===== src/assert_macros.svh =====
// assertion macros shared by the rtl of the trace meter
// depends on nothing; included by modules that carry assertions
`ifndef ASSERT_MACROS_SVH
`define ASSERT_MACROS_SVH
`ifndef ASSERT_OFF
`define TMRPM_ASSERT(lbl, clk, rst_n, prop) \
    lbl: assert property (@(posedge clk) disable iff (!rst_n) prop) else $error("assertion failed");
`define TMRPM_NEVER(lbl, clk, rst_n, expr) \
    lbl: assert property (@(posedge clk) disable iff (!rst_n) !(expr)) else $error("forbidden condition");
`else
`define TMRPM_ASSERT(lbl, clk, rst_n, prop)
`define TMRPM_NEVER(lbl, clk, rst_n, expr)
`endif
`endif


===== src/tmrpm_pkg.sv =====
// types and constants of the trace mean / rms / peak meter
// depends on nothing
`timescale 1ns / 1ps
package tmrpm_pkg;
    localparam int VALUE_BITS = 16;
    localparam int SPAN_BITS  = 24;
    localparam int FIFO_DEPTH = 4;
    localparam int FIFO_AW    = $clog2(FIFO_DEPTH);
    localparam int VINT_BITS  = 42;
    localparam int SINT_BITS  = 57;
    localparam int DIV_N      = SINT_BITS;
    localparam int DIV_D      = SPAN_BITS + 1;
    localparam int SQRT_BITS  = 32;

    localparam logic [1:0] STAT_OK       = 2'd0;
    localparam logic [1:0] STAT_FEW      = 2'd1;
    localparam logic [1:0] STAT_TIME     = 2'd2;
    localparam logic [1:0] STAT_SPAN_OVF = 2'd3;

    typedef struct packed {
        logic [31:0]                    sample_time;
        logic signed [VALUE_BITS-1:0]   sample_value;
        logic                           last_sample;
    } t_in_item;

    typedef struct packed {
        logic signed [15:0] mean_value;
        logic [15:0]        rms_value;
        logic [15:0]        ac_rms_value;
        logic signed [15:0] min_value;
        logic signed [15:0] max_value;
        logic [15:0]        peak_to_peak;
        logic [1:0]         status;
    } t_out_item;
endpackage


===== src/tmrpm_front.sv =====
// front queue: accepts samples and holds them for the accumulator
// depends on tmrpm_pkg
`timescale 1ns / 1ps
module tmrpm_front (
    input  logic                i_clk,
    input  logic                i_rst_n,
    input  logic                i_push,
    input  tmrpm_pkg::t_in_item i_item,
    output logic                o_full,
    input  logic                i_pop,
    output logic                o_empty,
    output tmrpm_pkg::t_in_item o_item
);
    import tmrpm_pkg::*;

    t_in_item             r_mem [FIFO_DEPTH];
    logic [FIFO_AW-1:0]   r_wp;
    logic [FIFO_AW-1:0]   r_rp;
    logic [FIFO_AW:0]     r_cnt;
    logic                 w_wr;
    logic                 w_rd;

    assign o_full  = (r_cnt == (FIFO_AW+1)'(FIFO_DEPTH));
    assign o_empty = (r_cnt == '0);
    assign w_wr    = i_push && !o_full;
    assign w_rd    = i_pop && !o_empty;
    assign o_item  = r_mem[r_rp];

    always_ff @(posedge i_clk) begin
        if (w_wr) begin
            r_mem[r_wp] <= i_item;
        end
    end

    always_ff @(posedge i_clk) begin
        if (!i_rst_n) begin
            r_wp  <= '0;
            r_rp  <= '0;
            r_cnt <= '0;
        end else begin
            if (w_wr) r_wp <= r_wp + 1'b1;
            if (w_rd) r_rp <= r_rp + 1'b1;
            if (w_wr && !w_rd) r_cnt <= r_cnt + 1'b1;
            else if (w_rd && !w_wr) r_cnt <= r_cnt - 1'b1;
        end
    end
endmodule


===== config.mk =====
export PLATFORM = sky130hd
export DESIGN_NAME = tmrpm_front
export DESIGN_NICKNAME = d
export VERILOG_FILES = /design/src/assert_macros.svh /design/src/tmrpm_pkg.sv /design/src/tmrpm_front.sv
export SDC_FILE = /design/constraint.sdc
export NUM_CORES = 1
export LEC_CHECK = 0
export ABC_AREA = 1
export BUFFER_PORTS_ARGS = -buffer_cell sky130_fd_sc_hd__buf_2
export CAP_MARGIN = 20
export CORE_ASPECT_RATIO = 0.8
export CORE_MARGIN = 4
export CORE_UTILIZATION = 30
export CTS_CLUSTER_DIAMETER = 200
export DETAILED_ROUTE_END_ITERATION = 12
export GPL_ROUTABILITY_DRIVEN = 0
export PLACE_DENSITY = 0.43
export SYNTH_ARGS = -nofsm -noshare
export SYNTH_HDL_FRONTEND = slang
export SYNTH_SLANG_ARGS = --single-unit

===== constraint.sdc =====
create_clock -name i_clk -period 4.2 [get_ports i_clk]
set_input_delay 0.21 -clock i_clk [delete_from_list [all_inputs] [get_ports i_clk]]
set_output_delay 0.21 -clock i_clk [all_outputs]
set_load 0.03 [all_outputs]

-- Word level (Yosys, flattened, before mapping)
Memory sizes are Yosys's and may differ from the RTL's. A register that Yosys moved wholly into a read port is not among the register bits.
Index checks and enable logic that the tools add are counted.
- $add $sub $neg: 4
- eq/ne operators: 1
- multiplexer cells: 6
- reduce and logical (&&, ||, !) cells: 10
- operators by type and width (cell ; count):
    two-way mux 3 bit ; 2
    adder 2 x 1 -> 2 bit, second input constant ; 2
    logical AND 1 bit ; 4
    logical NOT 1 bit ; 4
    two-way mux 2 bit ; 2
    adder 3 x 1 -> 3 bit, second input constant ; 1
    equality test 3 bit, second input constant ; 1
    logical NOT 3 bit ; 1
    subtractor 3 x 1 -> 3 bit, second input constant ; 1
    two-way mux 1 bit ; 2
    nonzero test 2 bit ; 1
- flip-flop bits (word level): 7
- memory bits (writable): 196
- input bits: 53
- output and inout bits: 51
- word-level logic and storage cells: 25
- memories: 1
- memories (memory ; depth ; width ; read ports ; clocked after Yosys merged registers in ; wr ports ; line ; source):
    r_mem ; 4 ; 49 ; 1 ; 1 ; 1 ; tmrpm_front.sv:16 ; t_in_item r_mem [FIFO_DEPTH];

-- Longest topological paths before layout
Gate-level depths: netlist of the first run.
- word-level depth: 7
- depth in mapped cells: 13
- gate-level depth less buffers: 13

-- Worst setup path before layout of the first run
OpenSTA, ideal clock, no wires.
- path type: register to register
- from: reg r_cnt[0]
- to: mem r_mem[0][0] in the netlist's numbering, enable pin
- setup time: 0.456 ns
- data arrival time: 2.716 ns
- required time: 3.744 ns
- setup slack: 1.028 ns
- stages on the path, launching flop included: 5
- path buffers: 0
- clock period less this slack: 3.172 ns
- cells stage by stage: dfxtp_1 nor2_1 nand2_1 nand2_1 nor2_1
- cells in the longest elaborated chain, start to end: 5
- ends and longest elaborated chain (item ; line ; source):
    start, declared ; tmrpm_front.sv:19 ; logic [FIFO_AW:0] r_cnt;
    start signal, assigned ; tmrpm_front.sv:43 ; if (w_wr && !w_rd) r_cnt <= r_cnt + 1'b1;
    start signal, assigned ; tmrpm_front.sv:44 ; else if (w_rd && !w_wr) r_cnt <= r_cnt - 1'b1;
    equality test 3 bit ; tmrpm_front.sv:23 ; assign o_full = (r_cnt == (FIFO_AW+1)'(FIFO_DEPTH));
    logical NOT 1 bit ; tmrpm_front.sv:25 ; assign w_wr = i_push && !o_full;
    logical AND 1 bit ; tmrpm_front.sv:25 ;
    two-way mux 1 bit ; tmrpm_front.sv:30 ; if (w_wr) begin
    two-way mux 1 bit (implied by the code) ; tmrpm_front.sv:31 ; r_mem[r_wp] <= i_item;
    end, declared ; tmrpm_front.sv:16 ;
Every way passes these cells.

==> key figures, run 1 <==
CTS
  • Root Buffer: clkbuf_16
  • Max clock buf depth: 3
  • Clock slew at reported path FFs: 0.06 ns
  • Worst-Skew Late Latency: 0.50 ns
  • Htree depth: 1
  • Total CTS buffers: 22
  • CTS tree: built
  • # clock sinks: between 200 and 250

Global route
  • Initial antenna violation count: 0
  • Total grt overflow: 0
  • First-pass GRT wire length: 28100 um
  • Vias in the first global route: 5086
  • Pin count of the biggest net entering global routing: 99
  • Total GRT Usage: 12.6%

Yosys
  • Sequential cell area fraction in the yosys report: ~78%
  • Yosys cell types: 21
  • Synth warn: 0
  • Area fraction in compound gates after synthesis: 10.5%
  • Post-synthesis simple-gate area fraction: 6.51%
  • Post-synthesis xor/xnor area fraction: 0.113%
  • Synth Instances: 544
  • Post-synthesis net count: ~600
  • Main combinational cell family by area after synthesis: compound AO/OA/AOI/OAI gates
  • Adder-cell area share of the yosys netlist: 1.07%
  • Mux share of post-synthesis cell area: 0%
  • Post-synthesis register bit count: 205
  • Avg Inst Size Synth: roughly 14 sq um
  • Post-Syn Area: 7750 sq um

STA
  • Tcrit/Tclk final: 60.6%
  • Layout Skew: 0.0198 ns
  • Slew @ Worst Pin: 0.932 ns
  • Slew margin rel.: 37.8%
  • Fin. max-slew vios: 0
  • Final setup TNS: 0 ns
  • Final Hold Vio Count: 0
  • Fmax: 393 MHz
  • Post-route minimum period: 2.54 ns
  • Final setup violation count: 0
  • Unrepaired setup endpoints after global routing: no

Power
  • Pleak: 3.47 nW
  • Internal: 4.06 mW
  • Max VDD drop: about 290 uV
  • PwrDens: around 630 nW/um^2
  • Clock network fraction of design power: 30.2%
  • Comb pwr share: 28.2%
  • Part of the power in registers: about two fifths
  • Total power: 6.17 mW
  • Net Sw Power: between 2 and 2.5 mW
  • Sw Ratio: 34.2%

Floorplanning
  • CORE AREA: about 25000 sq um
  • Ports: 104
  • Row count: 52
  • Die height: 152 um
  • Initial core utilization: 30.5%
  • Die area: 28500 sq um
  • Die span in x: between 150 and 200 um

Worst setup path
  • Crit. End Element: output pin
  • Crit Path Class: reg2out
  • Worst EP required: 3.99 ns
  • FF-to-FF path depth: 5
  • Startpoint Class: flop
  • Worst EP arrival: between 2 and 2.5 ns
  • Crit Path Max Fanout: 49
  • Reg2reg setup slack: between 1.5 and 2 ns

Cells and area
  • Final core utilization: 38.6%
  • Share of cells above drive strength 1: a little over a fifth
  • Synthesis-to-finish area growth: 26.5%
  • Antenna diode count: 0
  • Fin nets: 758

Worst hold path
  • Hold path depth: 4
  • Worst hold path class: in2reg

Detailed routing
  • Drc violations: 0
  • First DRT Iteration DRCs: 280
  • Routed Antenna Nets: 0
  • Vias post-DR: 4887
  • Drt pass-1 iters: 5
  • Via-to-Cell Ratio: 4.71
  • Total wire length: approximately 18000 um
  • Routed WL per cell: 17.8 um

Run status
  • Status: completed

Placed design
  • Post-detail-place hpwl: 11000 um
  • Buffers added on ports: 103

Run
  • Number of max-cap violations: 0
routing by layer:
| metal | track usage, % | part of all wire (%) | vias up |
|---|---|---|---|
| li1 | - | - | 2326 |
| met1 | 16.9 | 47 | 2407 |
| met2 | 21.1 | 46 | 134 |
| met3 | 3.07 | 5.6 | 20 |
| met4 | 2.71 | 1.5 | 0 |
| met5 | 0 | 0 | - |
through the flow:
step | area (sq um) | hold WS (ns) | setup WS, ns | instances
floorplan | 7750 | 0.309 | 1.03 | 544
global placement | 8590 | 0.425 | 1.89 | 948
detailed placement | 8590 | 0.429 | 1.86 | 948
CTS | 9800 | 0.0327 | 1.59 | 1037
global route | 9800 | 0.0953 | 1.46 | 1037
finish | 9800 | 0.0494 | 1.66 | 1037
worst max-delay path: stages (launching register included):
cell and delay [ns]:
dfxtp_2 0.32, inv_2 0.67, o21ai_0 0.21, o22ai_1 0.35
buf_2 0.27
timing repair:
action | in CTS | in global routing
hold buffers | 51 | 0
endpoints found under the hold margin | 200 | 0
buffers inserted | 0 | 0
resized for setup | 0 | 0
registers in the layout, summed over array words and instances (netlist names), named ones only:
signal / cells
r_rp: 2
r_mem: 196
r_wp: 2
r_cnt: 3
power groups by stage:
stage	combinational, mW	clock (mW)	sequential [mW]
3_3_place_gp	1.70	0	2.61
4_1_cts	1.77	1.92	2.58
5_1_grt	1.90	2.00	2.59
3_5_place_dp	1.73	0	2.62
2_1_floorplan	1.21	0	2.59
6_report	1.74	1.86	2.57
cells in the final DEF, fill, tap and decap left out:
master         count
edfxtp_1         196
nor2_1           108
buf_2            103
o21ai_0           94
dlygate4sd3_1     51
o22ai_1           49
clkbuf_16         23
inv_1             16
nand2_1           15
dfxtp_1            7
buf_4              6
o21ai_1            5
ha_1               5
nor2_4             4
nand3_1            4
clkinv_2           4
clkinv_1           4
a21oi_1            3
clkbuf_1           3
inv_6              2
bufinv_16          2
buf_12             2
inv_2              1
xor2_1             1
nand3b_1           1
fa_1               1
dfxtp_4            1
dfxtp_2            1
clkinvlp_4         1
path summary, 6_finish.rpt:
path | start | to
worst max-delay path | flop | o_item[33]
worst min-delay path | i_push | r_wp[0]
worst max register to register | r_cnt[0] | r_mem[3][28]
worst min register to register | r_rp[1] | flop
area by class of cell:
| class | instances | area (sq um) |
|---|---|---|
| inverters | 18 | 72.6 |
| clock buffers | 26 | 587 |
| multi-input cells | 290 | 1440 |
| fillers | 2412 | 15600 |
| flip-flops and latches | 205 | 6070 |
| well taps | 324 | 405 |
| repair buffers | 162 | 1110 |
| clock inverters | 12 | 111 |
synth_stat cells, drive strengths merged:
cell	number	area [sq um]
a21oi	3	15.0
xor2	1	8.76
inv	18	72.6
buf	21	154
fa	1	20.0
nand3b	1	7.51
o22ai	49	307
clkbuf	10	42.5
o21ai	99	495
nor2	112	420
edfxtp	196	5890
dfxtp	9	180
nand2	15	56.3
nand3	4	20.0
ha	5	62.6
cells by family after synthesis:
kind of cell    Yosys count
flops                   205
simple gates            132
buf+inv                  49
xor+xnor                  1
fa+ha+maj                 6
compound gates          151
Power figures use the tool's default switching activity.
==> inputs of run 2 (changes only) <==
--- a/config.mk
+++ b/config.mk
@@ -14,7 +14,7 @@
 export CTS_CLUSTER_DIAMETER = 200
 export DETAILED_ROUTE_END_ITERATION = 12
 export GPL_ROUTABILITY_DRIVEN = 0
-export PLACE_DENSITY = 0.43
+export PLACE_DENSITY = 0.45
 export SYNTH_ARGS = -nofsm -noshare
 export SYNTH_HDL_FRONTEND = slang
 export SYNTH_SLANG_ARGS = --single-unit
==> constraint.sdc (replaced) <==
create_clock -name i_clk -period 2 [get_ports i_clk]
set_input_delay 0.1 -clock i_clk [delete_from_list [all_inputs] [get_ports i_clk]]
set_output_delay 0.1 -clock i_clk [all_outputs]
set_load 0.03 [all_outputs]
==> key figures, run 2 (synthesis gave the netlist of run 1 again) <==
Run status
  • Status: completed

Detailed routing
  • Routed WL per cell: 17.6 um
  • Drc violations: 0
  • Via-to-Cell Ratio: 4.70
  • First DRT Iteration DRCs: approximately 270
  • Drt pass-1 iters: 4
  • Routed Antenna Nets: 0
  • Vias post-DR: 4968
  • Total wire length: ~19000 um

Global route
  • Pin count of the biggest net entering global routing: 59
  • Total grt overflow: 0
  • Initial antenna violation count: 2
  • First-pass GRT wire length: 27900 um
  • Total GRT Usage: 12.5%
  • Vias in the first global route: 4921

CTS
  • # clock sinks: 205
  • Clock slew at reported path FFs: 0.06 ns
  • Htree depth: 1
  • Worst-Skew Late Latency: roughly 0.50 ns
  • CTS tree: built
  • Max clock buf depth: 3
  • Total CTS buffers: 21
  • Root Buffer: clkbuf_16

STA
  • Slew margin rel.: 82.2%
  • Fin. max-slew vios: 0
  • Final Hold Vio Count: 0
  • Final setup violation count: 0
  • Fmax: about 520 MHz
  • Post-route minimum period: 1.91 ns
  • Unrepaired setup endpoints after global routing: yes
  • Layout Skew: about 0.017 ns
  • WHS: 0.359 ns
  • Tcrit/Tclk final: 95.6%
  • Slew @ Worst Pin: between 0.2 and 0.3 ns

Floorplanning
  • Die span in x: between 150 and 200 um
  • Die area: around 28000 sq um
  • Die height: about 150 um
  • Initial core utilization: 30.5%
  • CORE AREA: roughly 25000 sq um
  • Row count: 52
  • Ports: 104

Cells and area
  • Synthesis-to-finish area growth: 29.3%
  • Largest register FFs: between 150 and 200
  • Commonest non-fill, non-tap cells in the layout: 196 x edfxtp_1, 108 x nor2_1, 98 x buf_2, 93 x o21ai_0, 52 x dlygate4sd3_1
  • Fin nets: 777
  • Most common cell after layout, fill and taps aside: edfxtp_1
  • Share of cells above drive strength 1: 23.0%
  • Top Registers: r_mem: 196 flops, r_cnt: 3 flops
  • Reg with most FFs: r_mem

Power
  • Pleak: 3.56 nW
  • PwrDens: between 1000 and 1500 nW/um^2
  • Total power: 12.9 mW
  • Max VDD drop: about 740 uV

Placed design
  • Post-detail-place hpwl: 11000 um
  • Buffers added on ports: 103

Worst setup path
  • Crit path to: o_item[26]
  • Worst EP arrival: 1.81 ns
  • Reg2reg end: r_cnt[2]
  • Slowest Stage Delay on Critical Path: 0.41 ns
  • Startpoint Class: flop
  • FF-to-FF path depth: 13
  • Crit. End Element: output pin
  • Crit Path Class: reg2out
  • Crit Path Max Fanout: 20
  • CP max stage cell: dfxtp_4
  • Worst EP required: 1.90 ns
  • Crit Reg-Reg Startpoint: r_cnt[0]
  • Worst-path cell chain: buf_4, buf_12, o21ai_0, o22ai_1, buf_2
  • Reg2reg setup slack: 0.17 ns

Worst hold path
  • Hold path depth: 2
  • Worst hold path class: in2reg
  • Hold_sp: i_item[19]

Run
  • Number of max-cap violations: 0
## run 2: cell count changes in the layout (fill, tap and decap cells not counted), moves of 4 or more
cell | previous run | this run
buf_4 | 6 | 18
buf_2 | 103 | 98
o22ai_1 | 49 | 44
o22ai_2 | 0 | 5
buf_12 | 2 | 6
clkbuf_1 | 3 | 7
## run 2: what timing repair did
| item | 4_1_cts | 5_1_grt |
|---|---|---|
| endpoints found under the hold margin | 205 | 0 |
| setup endpoints to repair | 49 | 24 |
| setup buffers | 0 | 3 |
| hold buffers | 52 | 0 |
| pin swaps | 0 | 1 |
| resized for setup | 15 | 12 |
| cloned | 0 | 2 |
## run 2: worst min path at each step
stage | endpoint | slack [ns]
after floorplan | r_mem[0][0] | 0.20
after global placement | r_mem[0][22] | 0.31
after CTS | r_mem[2][20] | 0.35
after global routing | r_mem[1][9] | 0.36
final | r_mem[0][19] | 0.36
after detailed placement | r_mem[0][13] | 0.32
## run 2: worst max-delay path, delay by kind of cell (launching register included)
kind / cells / cell delay (ns)
flip-flops: 1 / 0.41
AO/OA/AOI/OAI: 2 / 0.31
buffers and inverters: 3 / 0.58
## run 2: layer usage
layer,global-route usage [%],part of all wire [%],vias to the layer above,wire length [um]
met4,2.24,1.5,2,280
met1,17.6,49,2465,9070
met2,19.9,45,110,8350
li1,-,-,2366,-
met5,0,0.038,-,7
met3,3.11,4.6,25,861
## run 2: through the flow
step                utilization (%)   TNS, ns  worst slack, ns  cell area (sq um)  cells
floorplan                         -    -78.56           -0.401               7760    544
global placement               34.5         0            0.220               8750    962
detailed placement             34.5         0            0.138               8750    962
CTS                            39.0  -0.00376         -0.00376               9910   1050
global route                   39.5    -0.118          -0.0350              10000   1056
finish                         39.5         0           0.0879              10000   1056
## run 2: area by class of cell
class | count | area (sq um)
diodes | 1 | 2.50
clock buffers | 28 | 552
clock inverters | 8 | 36.3
fillers | 2404 | 15400
inverters | 18 | 85.1
multi-input cells | 290 | 1470
flip-flops and latches | 205 | 6080
well taps | 324 | 405
repair buffers | 181 | 1380
repair inverters | 1 | 8.76
## run 2: report_power, final
part	switching [mW]	total (mW)	leakage, nW	internal [mW]
Combinational	2.81	4.05	1.40	1.24
Clock	1.50	3.43	0.285	1.93
Sequential	0.149	5.37	1.87	5.22
==> inputs of run 3 (changes only) <==
--- a/config.mk
+++ b/config.mk
@@ -15,6 +15,7 @@
 export DETAILED_ROUTE_END_ITERATION = 12
 export GPL_ROUTABILITY_DRIVEN = 0
 export PLACE_DENSITY = 0.45
+export RECOVER_POWER = 100
 export SYNTH_ARGS = -nofsm -noshare
 export SYNTH_HDL_FRONTEND = slang
 export SYNTH_SLANG_ARGS = --single-unit
==> constraint.sdc (replaced) <==
create_clock -name i_clk -period 1.65 [get_ports i_clk]
set_input_delay 0.0825 -clock i_clk [delete_from_list [all_inputs] [get_ports i_clk]]
set_output_delay 0.0825 -clock i_clk [all_outputs]
set_load 0.03 [all_outputs]
==> key figures, run 3 (synthesis gave the netlist of run 1 again) <==
Cells and area
  • Final non-filler cell total: ~1100
  • Commonest non-fill, non-tap cells in the layout: 196 x edfxtp_1, 73 x nor2_1, 54 x clkbuf_1, 52 x dlygate4sd3_1, 48 x buf_4
  • Share of cells above drive strength 1: a little under two fifths
  • Register area: between 6000 and 7000 sq um
  • Synthesis-to-finish area growth: 51.1%
  • Fill cell count: about 2300
  • Most common cell after layout, fill and taps aside: edfxtp_1
  • Reg with most FFs: r_mem
  • Fin nets: 828
  • Final Cell Area: 11700 sq um
  • Top Registers: r_mem: 196 flops, r_cnt: 3 flops
  • Multi-input logic area: 2020 sq um
  • Final core utilization: 46.1%
  • Largest register FFs: slightly below 200

Worst setup path
  • FF-to-FF path depth: 12
  • Worst EP required: 1.57 ns
  • Crit Reg-Reg Startpoint: r_cnt[1]
  • Crit path to: o_item[26]
  • Crit Path Class: reg2out
  • Worst EP arrival: 1.74 ns
  • Startpoint Class: flop
  • Reg2reg setup slack: -0.06 ns
  • Reg2reg end: r_cnt[2]
  • Crit. End Element: output pin
  • Crit Path Max Fanout: 14

Floorplanning
  • Die height: 152 um
  • Row count: 52
  • Die area: 28500 sq um
  • CORE AREA: 25400 sq um
  • Initial core utilization: 30.5%
  • Die span in x: 188 um
  • Ports: 104

CTS
  • Root Buffer: clkbuf_16
  • Htree depth: 1
  • CTS tree: built
  • Worst-Skew Late Latency: approximately 0.5 ns
  • Max clock buf depth: 3
  • Clock slew at reported path FFs: 0.06 ns
  • Total CTS buffers: 22
  • # clock sinks: just over 200

STA
  • Unrepaired setup endpoints after global routing: yes
  • Post-route minimum period: ~1.8 ns
  • WHS: between 0.3 and 0.4 ns
  • Final setup violation count: between 50 and 60
  • Layout Skew: just under 0.009 ns
  • Fin. max-slew vios: 0
  • Tcrit/Tclk final: 110%
  • PnR worst setup slack: -0.170 ns
  • Final Hold Vio Count: 0
  • Fmax: approximately 550 MHz
  • Slew @ Worst Pin: 0.377 ns
  • Slew margin rel.: 74.6%
  • Final setup TNS: -6.61 ns

Detailed routing
  • Routed WL per cell: slightly below 20 um
  • First DRT Iteration DRCs: around 240
  • Vias post-DR: between 5000 and 6000
  • Routed Antenna Nets: 0
  • Total wire length: roughly 22000 um
  • Drt pass-1 iters: 4
  • Drc violations: 0
  • Via-to-Cell Ratio: 4.77

Run status
  • Failing checks: negative setup slack
  • Status: complete, but fails checks

Worst hold path
  • Worst hold path class: in2reg
  • Hold_sp: i_item[11]

Placed design
  • Placed Cells incl. Taps: 972
  • Post-detail-place hpwl: ~12000 um
  • Place WS: -0.126 ns
  • Buffers added on ports: slightly above 100
  • Cell area after placement: 8990 sq um

Run
  • Number of max-cap violations: 0

Power
  • Total power: 19.3 mW
  • Pleak: 4.14 nW
  • PwrDens: 1650 nW/um^2
  • Max VDD drop: 1050 uV

Global route
  • Initial antenna violation count: 0
  • Vias in the first global route: 5327
  • First-pass GRT wire length: 31500 um
  • Total grt overflow: 0
  • Total GRT Usage: between 10 and 15%
  • Pin count of the biggest net entering global routing: 24
## run 3: worst min path at each step
| stage | end | slack (ns) | cells after the start |
|---|---|---|---|
| after floorplan | r_mem[0][0] | 0.18 | 0 |
| after global placement | r_mem[3][3] | 0.29 | 1 |
| after detailed placement | r_mem[3][29] | 0.30 | 1 |
| after CTS | r_mem[0][11] | 0.31 | 2 |
| after global routing | r_mem[0][18] | 0.39 | 2 |
| final | r_mem[0][11] | 0.38 | 2 |
## run 3: routing by layer
layer	GRT usage [%]	wire [um]
met5	0	0
met4	2.49	349
met3	2.52	1050
met2	23.1	10300
met1	20.6	10300
## run 3: worst max-delay path: stages, from the launching register on
cell and delay (ns):
dfxtp_4 0.46, buf_12 0.17, o21ai_0 0.16, o22ai_4 0.27, buf_6 0.17
## run 3: repair_timing
action	in CTS	in global routing
hold endpoints to repair	205	0
buffers inserted	21	5
endpoints found under the setup margin	51	51
hold buffers	52	0
cloned	12	9
pin swaps	18	32
gates resized for setup	126	194
## run 3: layout make-up
class / instances / share of cell area (%)
inverter: 18 / 0.908
tap: 324 / 3.46
timing repair buffer: 227 / 19.4
clock buffer: 33 / 5.66
antenna: 1 / 0.0214
timing repair inverter: 5 / 0.609
multi-input combinational: 290 / 17.3
sequential: 205 / 51.9
clock inverter: 7 / 0.769
## run 3: power breakdown
group | total (mW) | internal (mW) | switching [mW]
clock | 5.02 | 3.09 | 1.93
sequential | 6.56 | 6.34 | 0.223
combinational | 7.72 | 3.33 | 4.39
